**src/rtl/sxt_pkg.sv**
```systemverilog
`timescale 1ns / 1ps
`default_nettype none
// ----------------------------------------------------------------------------
// sxt_pkg
// Shared types, sizes and codes for the S-expression tokenizer.
// ----------------------------------------------------------------------------
package sxt_pkg;

    localparam int MAX_DEPTH   = 64;
    localparam int LENGTH_BITS = 16;
    localparam int DEPTH_BITS  = $clog2(MAX_DEPTH + 1);
    localparam int MAX_RESULTS = 3;

    // event codes
    localparam logic [2:0] EV_OPEN  = 3'd0;
    localparam logic [2:0] EV_CLOSE = 3'd1;
    localparam logic [2:0] EV_ID    = 3'd2;
    localparam logic [2:0] EV_STR   = 3'd3;
    localparam logic [2:0] EV_NUM   = 3'd4;
    localparam logic [2:0] EV_ERR   = 3'd5;
    localparam logic [2:0] EV_OK    = 3'd6;

    // error codes
    localparam logic [3:0] ERR_NONE        = 4'd0;
    localparam logic [3:0] ERR_BAD_ID_CHAR = 4'd1;
    localparam logic [3:0] ERR_END_IN_ID   = 4'd2;
    localparam logic [3:0] ERR_END_IN_STR  = 4'd3;
    localparam logic [3:0] ERR_AFTER_STR   = 4'd4;
    localparam logic [3:0] ERR_SECOND_DOT  = 4'd5;
    localparam logic [3:0] ERR_BAD_NUM     = 4'd6;
    localparam logic [3:0] ERR_END_IN_NUM  = 4'd7;
    localparam logic [3:0] ERR_BAD_IN_LIST = 4'd8;
    localparam logic [3:0] ERR_END_IN_LIST = 4'd9;
    localparam logic [3:0] ERR_BAD_TOP     = 4'd10;
    localparam logic [3:0] ERR_DEPTH       = 4'd11;

    typedef struct packed {
        logic [7:0] source_byte;
        logic       end_of_source;
    } in_t;

    typedef struct packed {
        logic [2:0]  event_res;
        logic [3:0]  error_code;
        logic [6:0]  nest_depth;
        logic [15:0] token_length;
        logic        last_of_run;
    } out_t;

    // all results caused by one source byte
    typedef struct packed {
        logic [1:0]                   count;
        out_t [MAX_RESULTS-1:0]       res;
    } bundle_t;

endpackage
`default_nettype wire

```
**src/rtl/sxt_in_reg.sv**
```systemverilog
`timescale 1ns / 1ps
`default_nettype none
// ----------------------------------------------------------------------------
// sxt_in_reg
// Input register: holds one source request until the scan core takes it.
// ----------------------------------------------------------------------------
module sxt_in_reg (
    input  wire logic         clk,
    input  wire logic         rst_n,
    input  wire logic         src_valid,
    output logic              src_stall,
    input  wire sxt_pkg::in_t src_item,
    input  wire logic         take,
    output logic              held_valid,
    output sxt_pkg::in_t      held_item
);

    logic         valid_reg;
    sxt_pkg::in_t item_reg;

    assign src_stall  = valid_reg && !take;
    assign held_valid = valid_reg;
    assign held_item  = item_reg;

    always_ff @(posedge clk or negedge rst_n)
    begin
        if (!rst_n)
        begin
            valid_reg <= 1'b0;
        end
        else if (src_valid && !src_stall)
        begin
            valid_reg <= 1'b1;
        end
        else if (take)
        begin
            valid_reg <= 1'b0;
        end
    end

    always_ff @(posedge clk)
    begin
        if (src_valid && !src_stall)
        begin
            item_reg <= src_item;
        end
    end

endmodule
`default_nettype wire

```
**src/rtl/sxt_scan_core.sv**
```systemverilog
`timescale 1ns / 1ps
`default_nettype none
// ----------------------------------------------------------------------------
// sxt_scan_core
// Scan state machine: classifies one byte, updates mode, depth, decimal flag
// and token length, and forms up to three results for that byte.
// ----------------------------------------------------------------------------
module sxt_scan_core (
    input  wire logic         clk,
    input  wire logic         rst_n,
    input  wire sxt_pkg::in_t item,
    input  wire logic         take,
    output sxt_pkg::bundle_t  bundle
);

    localparam logic [2:0] MODE_TOP   = 3'd0;
    localparam logic [2:0] MODE_LIST  = 3'd1;
    localparam logic [2:0] MODE_ID    = 3'd2;
    localparam logic [2:0] MODE_STR   = 3'd3;
    localparam logic [2:0] MODE_ESC   = 3'd4;
    localparam logic [2:0] MODE_AFTER = 3'd5;
    localparam logic [2:0] MODE_NUM   = 3'd6;
    localparam logic [2:0] MODE_DEAD  = 3'd7;

    localparam logic [7:0] CH_OPEN  = 8'h28;
    localparam logic [7:0] CH_CLOSE = 8'h29;
    localparam logic [7:0] CH_QUOTE = 8'h22;
    localparam logic [7:0] CH_DOT   = 8'h2E;
    localparam logic [7:0] CH_BSL   = 8'h5C;

    localparam logic [sxt_pkg::DEPTH_BITS-1:0] DEPTH_LIMIT =
        sxt_pkg::DEPTH_BITS'(sxt_pkg::MAX_DEPTH);
    localparam logic [sxt_pkg::DEPTH_BITS-1:0]  DEPTH_ONE = sxt_pkg::DEPTH_BITS'(1);
    localparam logic [sxt_pkg::LENGTH_BITS-1:0] LEN_ONE   = sxt_pkg::LENGTH_BITS'(1);

    logic [2:0]                         mode_reg,  mode_next;
    logic [sxt_pkg::DEPTH_BITS-1:0]     depth_reg, depth_next;
    logic                               dec_reg,   dec_next;
    logic [sxt_pkg::LENGTH_BITS-1:0]    len_reg,   len_next;

    logic [7:0]                  c;
    logic                        c_space, c_digit, c_alpha, c_punct;
    logic                        do_close;
    logic [1:0]                  n;
    sxt_pkg::out_t [sxt_pkg::MAX_RESULTS-1:0] res;

    function automatic sxt_pkg::out_t mk(input logic [2:0] ev, input logic [3:0] err,
                                         input logic [sxt_pkg::DEPTH_BITS-1:0] d,
                                         input logic [sxt_pkg::LENGTH_BITS-1:0] l);
        sxt_pkg::out_t r;
        r.event_res    = ev;
        r.error_code   = err;
        r.nest_depth   = 7'(d);
        r.token_length = 16'(l);
        r.last_of_run  = 1'b0;
        return r;
    endfunction

    assign c       = item.source_byte;
    assign c_space = (c == 8'h20) || (c >= 8'h09 && c <= 8'h0D);
    assign c_digit = (c >= 8'h30 && c <= 8'h39);
    assign c_alpha = (c >= 8'h41 && c <= 8'h5A) || (c >= 8'h61 && c <= 8'h7A);
    assign c_punct = (c >= 8'h21 && c <= 8'h2F) || (c >= 8'h3A && c <= 8'h40) ||
                     (c >= 8'h5B && c <= 8'h60) || (c >= 8'h7B && c <= 8'h7E);

    always_comb
    begin
        mode_next  = mode_reg;
        depth_next = depth_reg;
        dec_next   = dec_reg;
        len_next   = len_reg;
        do_close   = 1'b0;
        n          = 2'd0;
        res        = '0;

        unique case (mode_reg)
            MODE_TOP:
            begin
                if (c == CH_OPEN)
                begin
                    depth_next = sxt_pkg::DEPTH_BITS'(1);
                    mode_next  = MODE_LIST;
                    res[n]     = mk(sxt_pkg::EV_OPEN, sxt_pkg::ERR_NONE, depth_next, '0);
                    n          = n + 2'd1;
                end
                else if (!c_space)
                begin
                    res[n]    = mk(sxt_pkg::EV_ERR, sxt_pkg::ERR_BAD_TOP, depth_next, '0);
                    n         = n + 2'd1;
                    mode_next = MODE_DEAD;
                end
            end
            MODE_LIST:
            begin
                if (c_space)
                begin
                    mode_next = MODE_LIST;
                end
                else if (c_digit)
                begin
                    mode_next = MODE_NUM;
                    len_next  = sxt_pkg::LENGTH_BITS'(1);
                    dec_next  = 1'b0;
                end
                else if (c == CH_QUOTE)
                begin
                    mode_next = MODE_STR;
                    len_next  = sxt_pkg::LENGTH_BITS'(1);
                end
                else if (c == CH_OPEN)
                begin
                    if (depth_reg >= DEPTH_LIMIT)
                    begin
                        res[n]    = mk(sxt_pkg::EV_ERR, sxt_pkg::ERR_DEPTH, depth_next, '0);
                        n         = n + 2'd1;
                        mode_next = MODE_DEAD;
                    end
                    else
                    begin
                        depth_next = depth_reg + DEPTH_ONE;
                        res[n]     = mk(sxt_pkg::EV_OPEN, sxt_pkg::ERR_NONE, depth_next, '0);
                        n          = n + 2'd1;
                    end
                end
                else if (c == CH_CLOSE)
                begin
                    do_close = 1'b1;
                end
                else if (c_punct || c_alpha)
                begin
                    mode_next = MODE_ID;
                    len_next  = sxt_pkg::LENGTH_BITS'(1);
                end
                else
                begin
                    res[n]    = mk(sxt_pkg::EV_ERR, sxt_pkg::ERR_BAD_IN_LIST, depth_next, '0);
                    n         = n + 2'd1;
                    mode_next = MODE_DEAD;
                end
            end
            MODE_ID:
            begin
                if (c_space || c == CH_CLOSE)
                begin
                    res[n]    = mk(sxt_pkg::EV_ID, sxt_pkg::ERR_NONE, depth_next, len_reg);
                    n         = n + 2'd1;
                    mode_next = MODE_LIST;
                    do_close  = (c == CH_CLOSE);
                end
                else if (!c_punct && !c_alpha && !c_digit)
                begin
                    res[n]    = mk(sxt_pkg::EV_ERR, sxt_pkg::ERR_BAD_ID_CHAR, depth_next, '0);
                    n         = n + 2'd1;
                    mode_next = MODE_DEAD;
                end
                else if (len_reg != '1)
                begin
                    len_next = len_reg + LEN_ONE;
                end
            end
            MODE_STR, MODE_ESC:
            begin
                if (len_reg != '1)
                begin
                    len_next = len_reg + LEN_ONE;
                end
                if (mode_reg == MODE_ESC)
                begin
                    mode_next = MODE_STR;
                end
                else if (c == CH_QUOTE)
                begin
                    mode_next = MODE_AFTER;
                end
                else if (c == CH_BSL)
                begin
                    mode_next = MODE_ESC;
                end
            end
            MODE_AFTER:
            begin
                if (c_space || c == CH_CLOSE)
                begin
                    res[n]    = mk(sxt_pkg::EV_STR, sxt_pkg::ERR_NONE, depth_next, len_reg);
                    n         = n + 2'd1;
                    mode_next = MODE_LIST;
                    do_close  = (c == CH_CLOSE);
                end
                else
                begin
                    res[n]    = mk(sxt_pkg::EV_ERR, sxt_pkg::ERR_AFTER_STR, depth_next, '0);
                    n         = n + 2'd1;
                    mode_next = MODE_DEAD;
                end
            end
            MODE_NUM:
            begin
                if (c_space || c == CH_CLOSE)
                begin
                    res[n]    = mk(sxt_pkg::EV_NUM, sxt_pkg::ERR_NONE, depth_next, len_reg);
                    n         = n + 2'd1;
                    mode_next = MODE_LIST;
                    do_close  = (c == CH_CLOSE);
                end
                else if (c == CH_DOT && dec_reg)
                begin
                    res[n]    = mk(sxt_pkg::EV_ERR, sxt_pkg::ERR_SECOND_DOT, depth_next, '0);
                    n         = n + 2'd1;
                    mode_next = MODE_DEAD;
                end
                else if (c != CH_DOT && !c_alpha && !c_digit)
                begin
                    res[n]    = mk(sxt_pkg::EV_ERR, sxt_pkg::ERR_BAD_NUM, depth_next, '0);
                    n         = n + 2'd1;
                    mode_next = MODE_DEAD;
                end
                else
                begin
                    dec_next = dec_reg || (c == CH_DOT);
                    if (len_reg != '1)
                    begin
                        len_next = len_reg + LEN_ONE;
                    end
                end
            end
            MODE_DEAD:
            begin
                mode_next = MODE_DEAD;
            end
            default:
            begin
                mode_next = MODE_DEAD;
            end
        endcase

        // close the current list after any token it ends
        if (do_close)
        begin
            if (depth_next != '0)
            begin
                depth_next = depth_next - DEPTH_ONE;
            end
            res[n]    = mk(sxt_pkg::EV_CLOSE, sxt_pkg::ERR_NONE, depth_next, '0);
            n         = n + 2'd1;
            mode_next = (depth_next == '0) ? MODE_TOP : MODE_LIST;
        end

        if (item.end_of_source)
        begin
            case (mode_next)
                MODE_TOP:
                begin
                    res[n] = mk(sxt_pkg::EV_OK, sxt_pkg::ERR_NONE, depth_next, '0);
                    n      = n + 2'd1;
                end
                MODE_LIST:
                begin
                    res[n] = mk(sxt_pkg::EV_ERR, sxt_pkg::ERR_END_IN_LIST, depth_next, '0);
                    n      = n + 2'd1;
                end
                MODE_ID:
                begin
                    res[n] = mk(sxt_pkg::EV_ERR, sxt_pkg::ERR_END_IN_ID, depth_next, '0);
                    n      = n + 2'd1;
                end
                MODE_STR, MODE_ESC, MODE_AFTER:
                begin
                    res[n] = mk(sxt_pkg::EV_ERR, sxt_pkg::ERR_END_IN_STR, depth_next, '0);
                    n      = n + 2'd1;
                end
                MODE_NUM:
                begin
                    res[n] = mk(sxt_pkg::EV_ERR, sxt_pkg::ERR_END_IN_NUM, depth_next, '0);
                    n      = n + 2'd1;
                end
                default:
                begin
                    n = n;
                end
            endcase
            mode_next  = MODE_TOP;
            depth_next = '0;
            dec_next   = 1'b0;
            len_next   = '0;
        end

        if (n != 2'd0)
        begin
            res[n - 2'd1].last_of_run = 1'b1;
        end
    end

    assign bundle.count = n;
    assign bundle.res   = res;

    always_ff @(posedge clk or negedge rst_n)
    begin
        if (!rst_n)
        begin
            mode_reg  <= MODE_TOP;
            depth_reg <= '0;
            dec_reg   <= 1'b0;
            len_reg   <= '0;
        end
        else if (take)
        begin
            mode_reg  <= mode_next;
            depth_reg <= depth_next;
            dec_reg   <= dec_next;
            len_reg   <= len_next;
        end
    end

endmodule
`default_nettype wire

```
**src/rtl/sxt_result_buf.sv**
```systemverilog
`timescale 1ns / 1ps
`default_nettype none
// ----------------------------------------------------------------------------
// sxt_result_buf
// Result register: holds the results of one byte and hands them out one
// result per cycle while res_stall is low.
// ----------------------------------------------------------------------------
module sxt_result_buf (
    input  wire logic             clk,
    input  wire logic             rst_n,
    input  wire sxt_pkg::bundle_t bundle,
    input  wire logic             load,
    output logic                  free,
    output logic                  res_valid,
    input  wire logic             res_stall,
    output sxt_pkg::out_t         res_item
);

    logic [1:0]                                count_reg;
    logic [1:0]                                idx_reg;
    sxt_pkg::out_t [sxt_pkg::MAX_RESULTS-1:0]  res_reg;
    logic                                      taken;
    logic                                      last_taken;

    assign res_valid  = (count_reg != 2'd0);
    assign res_item   = res_reg[idx_reg];
    assign taken      = res_valid && !res_stall;
    assign last_taken = taken && (idx_reg == count_reg - 2'd1);
    assign free       = !res_valid || last_taken;

    always_ff @(posedge clk or negedge rst_n)
    begin
        if (!rst_n)
        begin
            count_reg <= 2'd0;
            idx_reg   <= 2'd0;
        end
        else if (load && bundle.count != 2'd0)
        begin
            count_reg <= bundle.count;
            idx_reg   <= 2'd0;
        end
        else if (last_taken)
        begin
            count_reg <= 2'd0;
            idx_reg   <= 2'd0;
        end
        else if (taken)
        begin
            idx_reg <= idx_reg + 2'd1;
        end
    end

    always_ff @(posedge clk)
    begin
        if (load && bundle.count != 2'd0)
        begin
            res_reg <= bundle.res;
        end
    end

endmodule
`default_nettype wire

```
**src/rtl/s_expression_tokenizer_unit.sv**
```systemverilog
`timescale 1ns / 1ps
`default_nettype none
// ----------------------------------------------------------------------------
// s_expression_tokenizer_unit
// Byte-serial S-expression tokenizer: list open/close events, token ends with
// their lengths, errors and end-of-source status.
// ----------------------------------------------------------------------------
//  channel | ports                         | payload
//  --------+-------------------------------+---------------------------------
//  source  | src_valid, src_stall, src_item| byte + end flag (sxt_pkg::in_t)
//  result  | res_valid, res_stall, res_item| event record (sxt_pkg::out_t)
//
//  One byte per cycle while each byte gives at most one result and res_stall
//  is low; a byte that gives more results (up to 3) holds the pipe while the
//  single result port drains the result register.
//  First result of a byte passes the input register and then the result
//  register before it shows on res_item; a busy result register delays it.
//  rst_n clears mode, depth, length and all valid flags at once.
//  res_stall backs up through the result register into src_stall.
// ----------------------------------------------------------------------------
module s_expression_tokenizer_unit (
    input  wire logic         clk,
    input  wire logic         rst_n,
    input  wire logic         src_valid,
    output logic              src_stall,
    input  wire sxt_pkg::in_t src_item,
    output logic              res_valid,
    input  wire logic         res_stall,
    output sxt_pkg::out_t     res_item
);

    logic             held_valid;
    sxt_pkg::in_t     held_item;
    logic             free;
    logic             take;
    sxt_pkg::bundle_t bundle;

    assign take = held_valid && free;

    sxt_in_reg u_in (
        .clk        (clk),
        .rst_n      (rst_n),
        .src_valid  (src_valid),
        .src_stall  (src_stall),
        .src_item   (src_item),
        .take       (take),
        .held_valid (held_valid),
        .held_item  (held_item)
    );

    sxt_scan_core u_core (
        .clk    (clk),
        .rst_n  (rst_n),
        .item   (held_item),
        .take   (take),
        .bundle (bundle)
    );

    sxt_result_buf u_out (
        .clk       (clk),
        .rst_n     (rst_n),
        .bundle    (bundle),
        .load      (take),
        .free      (free),
        .res_valid (res_valid),
        .res_stall (res_stall),
        .res_item  (res_item)
    );

endmodule
`default_nettype wire

```
**config.mk**
```make
export PLATFORM = sky130hd
export DESIGN_NAME = s_expression_tokenizer_unit
export DESIGN_NICKNAME = d
export VERILOG_FILES = /design/src/rtl/sxt_pkg.sv /design/src/rtl/sxt_in_reg.sv /design/src/rtl/sxt_scan_core.sv /design/src/rtl/sxt_result_buf.sv /design/src/rtl/s_expression_tokenizer_unit.sv
export SDC_FILE = /design/constraint.sdc
export NUM_CORES = 1
export LEC_CHECK = 0
export BUFFER_PORTS_ARGS = -buffer_cell sky130_fd_sc_hd__buf_2
export CORE_MARGIN = 8
export CORE_UTILIZATION = 38
export CTS_CLUSTER_SIZE = 16
export DETAILED_ROUTE_END_ITERATION = 12
export PLACE_DENSITY = 0.54
export SYNTH_ARGS = -nofsm -noshare
export SYNTH_HDL_FRONTEND = slang
export SYNTH_SLANG_ARGS = --single-unit
```
**constraint.sdc**
```tcl
create_clock -name clk -period 5.8 [get_ports clk]
set_clock_uncertainty 0.2 [all_clocks]
set_input_delay 0.58 -clock clk [delete_from_list [all_inputs] [get_ports clk]]
set_output_delay 0.58 -clock clk [all_outputs]
set_load 0.01 [all_outputs]
```
; ---- After elaboration in Yosys (flattened, before gate mapping)
; Cells that the tools add are included.
[word_totals]
register_bits = 134
latch_bits = 0
mem_bits_rw = 0
mem_bits_ro = 0
input_bits = 13
memories = 0
[op_classes]
order_cmp = 24
mux = 120
reduce_logical = 55
mul = 0
eq_ne = 32
n_div = 0
shifts = 0
addsub = 8
bitwise_logic = 0
[ops]
columns = op, n
row1 = bitwise mux 93 bit, 7
row2 = 2-to-1 mux 31 bit, 18
row3 = one-hot mux 93 bit (5 select lines), 1
row4 = 2-to-1 mux 93 bit, 3
row5 = 2-to-1 mux 16 bit, 13
row6 = demux 31 bit (select 2 bit), 3
row7 = one-hot mux 31 bit (5 select lines), 1
row8 = 2-to-1 mux 7 bit, 10
row9 = one-hot mux 16 bit (4 select lines), 1
row10 = binary-select mux 31 bit (select 2 bit), 1
row11 = 2-to-1 mux 3 bit, 20
row12 = "== test 8 x 6 -> 1 bit, second input constant", 5
row13 = "less-or-equal comparator 8 x 7 -> 1 bit, second input constant", 5
row14 = 2-to-1 mux 2 bit, 17
row15 = ">= comparator 8 x 7 -> 1 bit, second input constant", 4
row16 = ">= comparator 8 x 6 -> 1 bit, second input constant", 3
row17 = logical AND 1 bit, 22
row18 = "== test 3 bit, second input constant", 7
row19 = one-hot mux 3 bit (7 select lines), 1
row20 = 2-to-1 mux 1 bit, 20
row21 = "inequality test 3 bit, second input constant", 6
row22 = "adder 16 x 1 -> 16 bit, second input constant", 1
row23 = "less-or-equal comparator 8 x 6 -> 1 bit, second input constant", 2
row24 = "inequality test 16 bit, second input constant", 1
row25 = 34 further kinds, 67

; ---- Depth between registers and ports, before layout
[depth]
ltp_word = 25
mapped_depth = 16
depth_no_buf = 12

; ---- Hierarchy
; Synthesis repeated with hierarchy kept, for this count alone.
[hier_totals]
cells_unflattened = 827
area_unflattened_um2 = 7992.7
[modules_own_cells]
columns = mod, cells_each, seq_area_each_um2, instances, area_each_um2
row1 = sxt_scan_core, 589, 675.6, 1, 3961.3
row2 = sxt_result_buf, 223, 2892.8, 1, 3697.3
row3 = sxt_in_reg, 14, 295.3, 1, 327.8
row4 = s_expression_tokenizer_unit, 1, 0.0, 1, 6.3

; ---- Worst setup path before layout
; OpenSTA, ideal clock, no wires.
[synth_path]
path_kind = flip-flop to flip-flop
from = register u_in.item_reg (netlist bit u_in.held_item[7])
to = register u_out.res_reg[0] (netlist bit), enable pin
path_buffers = 4
stages_incl_launch_ff = 15
setup_time_ns = 0.434
required_ns = 5.166
period_less_slack_ns = 5.279
slack_ns = 0.521
arrival_ns = 4.645
cell_sequence = edfxtp_1 buf_6 or4b_4 or4_4 buf_6 and2_4 buf_6 o31ai_1 a21oi_1 nand2_1 ha_1 clkbuf_1 nand2_1 a311oi_1 a211oi_4
[synth_via]
elab_chain_len = 20
elab_cells_between_ends = 113
cone_classes = add/sub: 3 / order compare: 16 / eq/ne: 13 / mux: 52 / reduce/logical: 29
[synth_lines]
columns = item, line
row1 = "start, declared", sxt_in_reg.sv:19  ; sxt_pkg::in_t item_reg;
row2 = "start signal, assigned", sxt_in_reg.sv:45  ; item_reg <= src_item;
row3 = branches (longest 17 deep; another with >= comparator 8 x 6 -> 1 bit), -
row4 = 2-to-1 mux 2 bit (*), sxt_scan_core.sv:248  ; if (item.end_of_source)
row5 = nonzero test 2 bit (*), sxt_result_buf.sv:56  ; if (load && bundle.count != 2'd0)
row6 = logical AND 1 bit (*), sxt_result_buf.sv:56
row7 = "end signal, assigned", sxt_result_buf.sv:58  ; res_reg <= bundle.res;
row8 = "end, declared", sxt_result_buf.sv:21  ; sxt_pkg::out_t [sxt_pkg::MAX_RESULTS-1:0] res_reg;
; Every way passes the cells marked *. The select of a mux whose other input is x is not followed.
; A chain may end at the register's enable or synchronous reset.

; ---- Worst setup path after layout
[layout_path]
from = register u_in.item_reg (netlist bit u_in.held_item[3])
to = register u_out.res_reg[20] (netlist bit), enable pin
; The elaborated chain is that of the path after synthesis.

==> qor.yml <==
status: "finished clean"
max_freq_mhz: 205.8
antenna_left: 0
cts.sink_count: 102
via_count: 6021
p_switching_uw: 2053
worstPathArrival_ps: 4640
power_density_nw_per_um2: 592.8
drive_above_1_share_pct: 13.71
min-delay-path-class: "input port to asynchronous set/reset pin"
clock_power_share_pct: 15.2
cts_setup_buffers: 0
finalCriticalPeriod_ps: 4859
grt_max_degree: 65
post-route-drc-count: 0
synthArstFlopShare_pct: 31.37
h-tree-depth: 3
worst-path-max-fanout: 64
synth_fp_nets: 770
gp_congestion: 0.9363
yosys.area_share.adder_pct: 1.835
path_class: "flip-flop to flip-flop"
largest_register_ffs: 61
cts_tree: "yes"
grt_overflow: 0
cts_root_buf: "clkbuf_16"
initial_core_util_pct: 38.35
yosysWarnings: 0
pin_count: 46
p_int_uw: 2423
grt_pass1_wl_um: 32220
antenna_found_initial: 0
synthToLayoutAreaGrowth_pct: 10.73
relSlewSlack_pct: 25.54
critPathMaxStageDelay_ps: 690
vias_per_cell: 6.009
synth_compound_area_share_pct: 22.18
finalWorstSetupSlack_ps: 940.7
numCtsBuffers: 9
n_antenna_cell: 0
cap_violations: 0
peakVddDrop_uv: 320.0
finalCoreUtilization_pct: 42.47
drt-total-wl_um: 20150
portBuffers: 45
clk_transition_reported_paths_ps: 70
ys_seq_area_share_pct: 42.57
post_synth_xor_area_fraction_pct: 1.284
grt_pass1_vias: 5652
cpMaxStageDelayCell: "or4_1"
crit_top_cell: "nand2_1"
dr.first_iter.drc_count: 555
place_inst: 986
fin_cells: 1002
clk_latency_ps: 350
yosys.area_share.simple_pct: 24.77
fp-row-count: 49
grtUsageTotal_pct: 18.04
combPwrFrac_pct: 54.0
postSynthAreaPerCell_um2: 9.129
fin_nets: 791
synth_mux_area_share_pct: 2.789
ys_ff_latch: 102
crit_chain: "or4_1 -> o221ai_1 -> nand2_1 -> o31ai_1 -> a21oi_1 -> nand2_1 -> inv_1 -> ha_1 -> nand2_1 -> a311oi_1 -> a211oi_4 -> buf_4"
holdBufCountCts: 0
dpl.hpwl_um: 15150
synthesis.area_um2: 6819
cts.repair.resized: 0
die_width_um: 150.0
crit_path_start_kind: "flip-flop"
drt_first_pass_iters: 5
period_share_pct: 83.78
setup_viol: 0
grt_setup_unrepaired: "no"
dieArea_um2: 22490
core_area_um2: 17780
hold_violations: 0
tns_ps: 0
cts_buffer_depth: 2
max_slew.worst_pin.slew_ps: 1103
place_ws_ps: 982.0
synth_ff_type: "edfxtp_1"
slew_viol_final: 0
die_h_um: 150.0
leakagePower_uw: 0.002831
wl_per_cell_um: 20.11
synth_edf_count: 70
synth_top_family_by_area: "simple AND/OR/NAND/NOR gates"
swShare_pct: 45.88
power_frac_seq_pct: 30.8
syn-instance-count: 747
worstPathRequired_ps: 5580
worstSetupEndpointType: "flip-flop"
ys_types: 86
==> cell usage after synthesis, types with 4 or more instances <==
cell type,count,area [µm²]
a21oi_1,27,135.1
or3_1,6,37.54
a31o_2,6,52.55
nand3_1,27,135.1
a21o_1,4,30.03
buf_2,8,40.04
o31ai_1,7,52.55
ha_1,10,125.1
xnor2_1,4,35.03
and2_1,41,256.5
a211oi_1,7,52.55
inv_1,24,90.09
dfrtp_1,32,800.8
a22o_1,14,122.6
edfxtp_1,70,2102
a311oi_1,6,52.55
o21ai_1,5,25.02
and3_1,15,93.84
a31oi_1,6,37.54
mux2i_1,19,190.2
o21ai_0,47,235.2
nand2b_1,7,43.79
nand4_1,10,62.56
nor4_1,11,68.82
o2bb2ai_1,4,35.03
nor2_1,71,266.5
clkbuf_1,36,135.1
o22ai_1,20,125.1
a22oi_1,4,30.03
nor3_1,21,105.1
nand2_1,73,274.0
nor2b_1,9,56.30
o211ai_1,8,60.06
xor2_1,6,52.55
==> cell usage in the layout (no fill, tap or decap), types with 19 or more instances in the layout <==
cell type   n
nand2_1    73
buf_2      45
nor2_1     71
dfrtp_1    32
inv_1      24
o22ai_1    20
and2_1     41
mux2i_1    19
nor3_1     21
a21oi_1    27
o21ai_0    47
nand3_1    27
edfxtp_1   70
==> metrics by stage <==
stage	hold slack (ps)	power, µW	area (µm²)
floorplan	84.41	3049	6819
CTS	145.5	4497	7551
finish	125.2	4476	7551
global route	187.6	4797	7551
global placement	334.8	3788	7218
detailed placement	334.5	3804	7218
==> final cells by class <==
| cell class | count | area [µm²] |
|---|---|---|
| fill | 1785 | 10230 |
| multi-input combinational | 571 | 3605 |
| sequential | 102 | 2903 |
| timing repair buffer | 59 | 330.3 |
| tap | 229 | 286.5 |
| clock buffer | 12 | 256.5 |
| inverter | 25 | 93.84 |
| clock inverter | 4 | 76.32 |
==> power groups by stage <==
stage	registers [µW]	logic, µW	clock network (µW)
6_report	1380	2420	680
3_3_place_gp	1380	2400	0
4_1_cts	1380	2420	699
5_1_grt	1420	2650	726
2_1_floorplan	1280	1770	0
3_5_place_dp	1390	2410	0
==> worst paths after layout <==
| path | from | endpoint | slack [ps] | cells past startpoint |
|---|---|---|---|---|
| worst max-delay path | u_in.held_item[3]$_DFFE_PP_ | u_out.res_reg[20]$_DFFE_PN_ | 940 | 12 |
| worst min-delay path | rst_n | u_core.len_reg[3]$_DFFE_PN0P_ | 130 | 1 |
| worst max register to register | u_in.held_item[3]$_DFFE_PP_ | u_out.res_reg[20]$_DFFE_PN_ | 940 | 12 |
| worst min register to register | u_in.held_valid$_DFFE_PN0P_ | u_in.held_valid$_DFFE_PN0P_ | 350 | 2 |
| max in group asynchronous | rst_n | u_core.depth_reg[6]$_DFFE_PN0P_ | 4750 | 1 |
| min in group clk | src_item[8] | u_in.held_item[8]$_DFFE_PP_ | 200 | 1 |
==> layer usage <==
| metal | GRT usage (%) | vias to the layer above | wire length [µm] |
|---|---|---|---|
| met5 | 0 | - | 0 |
| met4 | 6.447 | 0 | 520 |
| met3 | 3.145 | 36 | 1186 |
| met2 | 26.73 | 230 | 8764 |
| met1 | 25.80 | 2894 | 9681 |
| li1 | - | 2861 | - |
==> worst max-delay path: cells and delay by family, from the launching register on <==
kind	cells	cell delay [ps]
and+or+nand+nor	4	1260
AOI/OAI and AO/OA	5	1250
buffers and inverters	2	830
DFF	1	620
adders and majority gates	1	280
==> cells by family (layout without fill, tap and decap cells) <==
group                      count (synthesis)  in the layout
DFF                                      102            102
adders and majority gates                 10             10
and+or+nand+nor                          321            321
muxes                                     19             19
AOI/OAI and AO/OA                        211            211
buffers and inverters                     74            100
xor gates and xnor gates                  10             10
Note: power is estimated with default switching activity, not from simulation.
